### config.mk
export PLATFORM = sky130hd
export DESIGN_NAME = msp_v1_frame_receiver
export DESIGN_NICKNAME = d
export VERILOG_FILES = /design/src/rtl/mspfr_pkg.sv /design/src/rtl/mspfr_parser.sv /design/src/rtl/msp_v1_frame_receiver.sv
export SDC_FILE = /design/constraint.sdc
export NUM_CORES = 1
export LEC_CHECK = 0
export ABC_AREA = 1
export BUFFER_PORTS_ARGS = -buffer_cell sky130_fd_sc_hd__buf_4
export CORE_MARGIN = 2
export CORE_UTILIZATION = 57
export CTS_CLUSTER_DIAMETER = 100
export DETAILED_ROUTE_END_ITERATION = 7
export PLACE_DENSITY = 0.8
export SKIP_LAST_GASP = 1
export SLEW_MARGIN = 40
export SYNTH_ARGS = -nofsm -noshare
export SYNTH_HDL_FRONTEND = slang
export SYNTH_SLANG_ARGS = --single-unit
### constraint.sdc
create_clock -name clock -period 4 [get_ports clock]
set_clock_uncertainty 0.05 [all_clocks]
set_input_delay 0.8 -clock clock [delete_from_list [all_inputs] [get_ports clock]]
set_output_delay 0.8 -clock clock [all_outputs]
set_load 0.1 [all_outputs]
### src/rtl/mspfr_pkg.sv
// Shared types and constants for the MSP v1 frame receiver.
// No dependencies; imported by every module of the receiver.
package mspfr_pkg;

   localparam logic [7:0] CH_DOLLAR = 8'h24;
   localparam logic [7:0] CH_M      = 8'h4D;
   localparam logic [7:0] CH_GT     = 8'h3E;

   localparam logic [2:0] PH_HUNT = 3'd0;
   localparam logic [2:0] PH_M    = 3'd1;
   localparam logic [2:0] PH_GT   = 3'd2;
   localparam logic [2:0] PH_SIZE = 3'd3;
   localparam logic [2:0] PH_CMD  = 3'd4;
   localparam logic [2:0] PH_DATA = 3'd5;
   localparam logic [2:0] PH_CSUM = 3'd6;

   localparam logic [2:0] K_DATA    = 3'd0;
   localparam logic [2:0] K_GOOD    = 3'd1;
   localparam logic [2:0] K_BADSUM  = 3'd2;
   localparam logic [2:0] K_HDR_TO  = 3'd3;
   localparam logic [2:0] K_BODY_TO = 3'd4;

   localparam logic       OP_BYTE = 1'b0;
   localparam logic       OP_TICK = 1'b1;

   localparam logic [1:0] REG_HDR_TIMEOUT = 2'd0;
   localparam logic [1:0] REG_BYTE_GAP    = 2'd1;
   localparam logic [1:0] REG_MAX_PAYLOAD = 2'd2;

   localparam logic [15:0] HDR_TIMEOUT_RESET = 16'd1000;
   localparam logic [15:0] BYTE_GAP_RESET    = 16'd500;
   localparam logic [7:0]  MAX_PAYLOAD_RESET = 8'd64;

   typedef struct packed {
      logic [15:0] hdr_timeout;
      logic [15:0] byte_gap;
      logic [7:0]  max_payload;
   } csr_type;

   typedef struct packed {
      logic [7:0] frame_size;
      logic [7:0] frame_cmd;
      logic [7:0] byte_index;
      logic [7:0] data_byte;
      logic [2:0] kind;
   } result_type;

endpackage

### src/rtl/mspfr_parser.sv
// Frame parser: phase, checksum, counters and the per-word next-state logic.
// Depends on mspfr_pkg.
module mspfr_parser
   import mspfr_pkg::*;
(
   input  logic       clock,
   input  logic       reset,
   input  logic       step,
   input  logic       op,
   input  logic [7:0] rx_byte,
   input  csr_type    csr,
   output logic       res_valid,
   output result_type res
);

   logic [2:0]  phase_ff, phase_in;
   logic [7:0]  size_ff, size_in;
   logic [7:0]  cmd_ff, cmd_in;
   logic [7:0]  xor_ff, xor_in;
   logic [7:0]  count_ff, count_in;
   logic [15:0] tick_ff, tick_in;
   logic        hunting;
   logic [15:0] limit;
   logic [7:0]  count_inc;

   always_comb begin
      phase_in  = phase_ff;
      size_in   = size_ff;
      cmd_in    = cmd_ff;
      xor_in    = xor_ff;
      count_in  = count_ff;
      tick_in   = tick_ff;
      res_valid = 1'b0;
      res       = '0;
      hunting   = (phase_ff == PH_HUNT) || (phase_ff == PH_M) || (phase_ff == PH_GT);
      limit     = hunting ? csr.hdr_timeout : csr.byte_gap;
      count_inc = count_ff + 8'd1;
      if (step && op == OP_TICK) begin
         if (tick_ff >= limit) begin
            res_valid = 1'b1;
            if (hunting) begin
               res.kind = K_HDR_TO;
            end else begin
               res.kind       = K_BODY_TO;
               res.frame_cmd  = cmd_ff;
               res.frame_size = size_ff;
            end
            phase_in = PH_HUNT;
            tick_in  = '0;
         end else begin
            tick_in = tick_ff + 16'd1;
         end
      end else if (step) begin
         case (phase_ff)
            PH_HUNT: begin
               if (rx_byte == CH_DOLLAR) begin
                  phase_in = PH_M;
               end
            end
            PH_M: begin
               if (rx_byte == CH_M) begin
                  phase_in = PH_GT;
               end else if (rx_byte != CH_DOLLAR) begin
                  phase_in = PH_HUNT;
               end
            end
            PH_GT: begin
               if (rx_byte == CH_GT) begin
                  phase_in = PH_SIZE;
                  tick_in  = '0;
                  size_in  = '0;
                  cmd_in   = '0;
                  xor_in   = '0;
                  count_in = '0;
               end else if (rx_byte == CH_DOLLAR) begin
                  phase_in = PH_M;
               end else begin
                  phase_in = PH_HUNT;
               end
            end
            PH_SIZE: begin
               tick_in  = '0;
               size_in  = rx_byte;
               xor_in   = rx_byte;
               phase_in = PH_CMD;
            end
            PH_CMD: begin
               tick_in  = '0;
               cmd_in   = rx_byte;
               xor_in   = xor_ff ^ rx_byte;
               count_in = '0;
               phase_in = (size_ff == 8'd0) ? PH_CSUM : PH_DATA;
            end
            PH_DATA: begin
               tick_in = '0;
               xor_in  = xor_ff ^ rx_byte;
               if (count_ff < csr.max_payload) begin
                  res_valid      = 1'b1;
                  res.kind       = K_DATA;
                  res.data_byte  = rx_byte;
                  res.byte_index = count_ff;
                  res.frame_cmd  = cmd_ff;
                  res.frame_size = size_ff;
               end
               count_in = count_inc;
               if (count_inc >= size_ff) begin
                  phase_in = PH_CSUM;
               end
            end
            PH_CSUM: begin
               res_valid      = 1'b1;
               res.kind       = (rx_byte == xor_ff) ? K_GOOD : K_BADSUM;
               res.frame_cmd  = cmd_ff;
               res.frame_size = size_ff;
               phase_in       = PH_HUNT;
               tick_in        = '0;
            end
            default: begin
               phase_in = PH_HUNT;
               tick_in  = '0;
            end
         endcase
      end
   end

   always_ff @(posedge clock) begin
      if (reset) begin
         phase_ff <= PH_HUNT;
         size_ff  <= '0;
         cmd_ff   <= '0;
         xor_ff   <= '0;
         count_ff <= '0;
         tick_ff  <= '0;
      end else begin
         phase_ff <= phase_in;
         size_ff  <= size_in;
         cmd_ff   <= cmd_in;
         xor_ff   <= xor_in;
         count_ff <= count_in;
         tick_ff  <= tick_in;
      end
   end

endmodule

### src/rtl/msp_v1_frame_receiver.sv
// MSP v1 response frame receiver, top level: input register, control registers,
// parser and result register. Depends on mspfr_pkg and mspfr_parser.
//
// Each input word is one received serial byte (req_tuser = 0) or one timer tick
// (req_tuser = 1). The block deframes "$ M >" size cmd payload checksum frames
// and yields at most one result word per input word: a payload byte with its
// index, frame good or checksum error, or a header or body timeout. One input
// word is taken every clock cycle unless rsp_tready holds the output; a word
// passes through the input register, the parser logic and the result register.
// The input register also absorbs one word while a result waits on rsp_tready.
// The user must write control registers through csr_ only while idle; the block does not enforce it.
module msp_v1_frame_receiver
   import mspfr_pkg::*;
(
   input  logic        clock,
   input  logic        reset,
   input  logic        req_tvalid,
   output logic        req_tready,
   input  logic [7:0]  req_tdata,   // [7:0] rx_byte
   input  logic        req_tuser,   // [0] op
   output logic        rsp_tvalid,
   input  logic        rsp_tready,
   output logic [31:0] rsp_tdata,   // [7:0] data_byte, [15:8] byte_index,
                                    // [23:16] frame_cmd, [31:24] frame_size
   output logic [2:0]  rsp_tuser,   // [2:0] kind
   input  logic        csr_we,
   input  logic [1:0]  csr_index,
   input  logic [15:0] csr_wdata
);

   csr_type    csr_ff;
   logic       in_valid_ff;
   logic       in_op_ff;
   logic [7:0] in_byte_ff;
   logic       out_valid_ff;
   result_type out_ff;
   logic       advance;
   logic       step;
   logic       res_valid;
   result_type res;

   assign advance    = !out_valid_ff || rsp_tready;
   assign step       = in_valid_ff && advance;
   assign req_tready = !in_valid_ff || advance;

   mspfr_parser u_parser (
      .clock     (clock),
      .reset     (reset),
      .step      (step),
      .op        (in_op_ff),
      .rx_byte   (in_byte_ff),
      .csr       (csr_ff),
      .res_valid (res_valid),
      .res       (res)
   );

   always_ff @(posedge clock) begin
      if (reset) begin
         csr_ff.hdr_timeout <= HDR_TIMEOUT_RESET;
         csr_ff.byte_gap    <= BYTE_GAP_RESET;
         csr_ff.max_payload <= MAX_PAYLOAD_RESET;
      end else if (csr_we) begin
         case (csr_index)
            REG_HDR_TIMEOUT: csr_ff.hdr_timeout <= csr_wdata;
            REG_BYTE_GAP:    csr_ff.byte_gap    <= csr_wdata;
            REG_MAX_PAYLOAD: csr_ff.max_payload <= csr_wdata[7:0];
            default: begin
            end
         endcase
      end
   end

   always_ff @(posedge clock) begin
      if (reset) begin
         in_valid_ff  <= 1'b0;
         out_valid_ff <= 1'b0;
      end else begin
         if (req_tready) begin
            in_valid_ff <= req_tvalid;
         end
         if (advance) begin
            out_valid_ff <= step && res_valid;
         end
      end
   end

   always_ff @(posedge clock) begin
      if (req_tready && req_tvalid) begin
         in_op_ff   <= req_tuser;
         in_byte_ff <= req_tdata;
      end
      if (step && res_valid) begin
         out_ff <= res;
      end
   end

   assign rsp_tvalid = out_valid_ff;
   assign rsp_tuser  = out_ff.kind;
   assign rsp_tdata  = {out_ff.frame_size, out_ff.frame_cmd, out_ff.byte_index,
                        out_ff.data_byte};

endmodule
==> flow_summary.toml <==
[outcome]
status = "completed"

[die]
die_w_um = 114
chipHeight_um = 114
rows = 40
initial_core_util_pct = 57.7
dieArea_mm2 = 0.0129
io_pins = 69
core_mm2 = 0.0119

[synth]
ys_warn_count = 0
synthArstFlopShare_pct = 0
synth_nets = 877
synth_largest_area_cell = "dfxtp_1"
yosys-top-cells-area = "dfxtp_1 (27%), edfxtp_1 (19%), nand2_1 (7.7%)"
yosysSeqAreaShare_pct = 46.5
synth_seq_cells = 137
synth_edf_count = 44
ys_types = 49
synthCells = 812
synthFlopType = "dfxtp_1"
synthTopCellsByCount = "nand2_1 (140), nor2_1 (111), dfxtp_1 (93)"
syn-cell-area_mm2 = 0.00684
yosysMostFrequentCell = "nand2_1"
synth_area_per_cell_um2 = 8.43
synthDominantCellAreaShare_pct = 27.2

[clock_tree]
cts.repair.resized = 0
htree_num_levels = 4
clock-sinks = 137
path_clk_slew_ns = 0.06
clk_path_buf_depth = 2
postCtsHoldBufs = 0
cts_tree = "built"
cts-root-buf = "clkbuf_16"
clkLatencyLatePin_ns = 0.41
post_cts_buffers = 0
numCtsBuffers = 17

[global_routing]
grt_pass1_vias = 5342
grt_usage_pct = 25.3
overflow = 0
grt_max_degree = 49
grt_pass1_wl_mm = 25.8
antenna_found_initial = 0

[worst_hold_path]
hp-start = "csr_ff[33]$_SDFFE_PP1P_"
holdPathStages = 2
hold_end = "csr_ff[33]$_SDFFE_PP1P_"
min-delay-path-class = "reg -> reg"

[setup_path]
critPathKind = "reg -> reg"
r2r-end = "rsp_tdata[18]$_DFFE_PP_"
crit_path_end_kind = "flop"
critPathRequiredTime_ns = 4.09
critical_path.max_fanout = 18
worstPathArrival_ns = 3.36
regToRegSetupSlack_ns = 0.72
cp-start-kind = "flop"
timing.rr.start = "u_parser.phase_ff[1]$_SDFFE_PP0P_"
reg2reg_depth = 16

[timing]
max_clock_freq_mhz = 305
grt_setup_unrepaired = "no"
finalMaxSlewViolations = 0
fin_crit_sh_pct = 81.9
finalCriticalPeriod_ns = 3.28
setup_viol = 0
slew-limit-headroom_pct = 62.9
hold_slack_ns = 0.407
tns_ns = 0
worst_pin_slew_ns = 0.556
hold_viol_final = 0

[placed_design]
port_buffers = 68
dp_hpwl_mm = 11.0
gp_congestion = 0.896

[power_and_ir_drop]
leakage_uw = 0.00332
ir_drop_mv = 0.356
p_total_uw = 3240
powerDensity_mw_per_mm2 = 404

[routing]
vias = 5738
ant_nets = 0
drt_iter0_drc = 624
via_per_inst = 5.50
first_pass_iters = 5
wl_per_cell_um = 15.0
route.detailed.drc = 0
wl_mm = 15.6

[final_layout]
finalNetCount = 948
fill_cells = 946
synthToLayoutAreaGrowth_pct = 17.4
layout-drive-gt1-share_pct = 16.7
diodes = 0

[run]
cap_violations = 0
[flip-flops by register name (all words and copies together) (netlist names)]
signal and cells:
csr_ff 40, in_byte_ff 8, in_op_ff 1, in_valid_ff 1, rsp_tdata 32, rsp_tuser 3
rsp_tvalid 1, u_parser.cmd_ff 8, u_parser.count_ff 8, u_parser.phase_ff 3, u_parser.size_ff 8, u_parser.tick_ff 16
u_parser.xor_ff 8
[power by group]
| group | internal [uW] | switching (uW) | total (uW) |
|---|---|---|---|
| Clock | 930 | 580 | 1510 |
| Sequential | 1460 | 27.1 | 1490 |
| Combinational | 86.1 | 156 | 242 |
| Total | 2480 | 763 | 3240 |
[area by class of cell]
class	instances	area (um2)	area share (%)
clock buffers	20	447	5.56
well taps	147	184	2.29
flip-flops and latches	137	3180	39.6
clock inverters	12	125	1.56
repair buffers	73	548	6.82
inverters	89	339	4.22
multi-input cells	565	3210	39.9
[metrics by stage]
step	instances	area, um2	setup WS, ns	utilization [%]
finish	1043	8030	0.724	67.7
global route	1043	8030	0.480	67.7
CTS	1043	8030	0.743	67.7
detailed placement	1011	7460	0.805	62.9
global placement	1011	7460	0.932	62.9
floorplan	812	6840	0.729	-
[worst max-delay path: stages (launching register included)]
cell and delay, ns:
dfxtp_1 0.50, inv_2 0.09, nand2_2 0.12, inv_1 0.11, nor2_8 0.34, mux2i_1 0.25
ha_1 0.27, nand2_1 0.09, inv_1 0.04, o21bai_1 0.11, a21oi_1 0.08, nor2_1 0.12
nand2_1 0.10, nand2_1 0.11, inv_1 0.07, nand2_2 0.33, a21boi_0 0.18
[logic make-up (layout without fill, tap and decap cells)]
logic type | Yosys count | after routing | synth area share [%]
AOI/OAI and AO/OA | 141 | 141 | 12.6
xor gates and xnor gates | 20 | 20 | 2.56
and+or+nand+nor | 356 | 356 | 23.4
adders and majority gates | 33 | 33 | 6.03
DFF | 137 | 137 | 46.5
muxes | 15 | 15 | 2.19
buffers and inverters | 110 | 194 | 6.62
[routing by layer]
| layer | track usage (%) | wire, um | share of wire, % |
|---|---|---|---|
| met3 | 5.21 | 1320 | 8.4 |
| met1 | 35.4 | 7020 | 45 |
| met5 | 0 | 0 | 0 |
| met2 | 38.9 | 6990 | 45 |
| met4 | 9.76 | 309 | 2.0 |
[worst max path at each step]
stage	startpoint	to	slack [ns]	depth (start not counted)
6_report	u_parser.phase_ff[1]$_SDFFE_PP0P_	rsp_tdata[18]$_DFFE_PP_	0.72	16
5_1_grt	u_parser.phase_ff[1]$_SDFFE_PP0P_	rsp_tdata[18]$_DFFE_PP_	0.48	16
4_1_cts	u_parser.phase_ff[1]$_SDFFE_PP0P_	rsp_tdata[18]$_DFFE_PP_	0.74	16
3_5_place_dp	u_parser.phase_ff[1]$_SDFFE_PP0P_	rsp_tdata[19]$_DFFE_PP_	0.80	16
3_3_place_gp	u_parser.phase_ff[1]$_SDFFE_PP0P_	rsp_tdata[17]$_DFFE_PP_	0.93	16
2_1_floorplan	u_parser.phase_ff[1]$_SDFFE_PP0P_	rsp_tdata[0]$_SDFFCE_PP0P_	0.73	16
[placed cells by master (no fill, tap or decap), types with 4 or more instances in the layout]
cell	n
nand2_1	140
nor2_1	111
dfxtp_1	93
inv_1	81
buf_4	73
a21oi_1	58
nand3_1	50
edfxtp_1	44
o21ai_0	43
ha_1	33
clkbuf_16	17
nand4_1	16
mux2i_1	15
xor2_1	12
nor3_1	12
nand2_2	10
xnor2_1	8
a21oi_2	8
a22oi_1	8
a21boi_0	7
nor2_4	6
inv_2	5
clkinv_2	4
No activity file was read; power rests on OpenSTA's default activity.
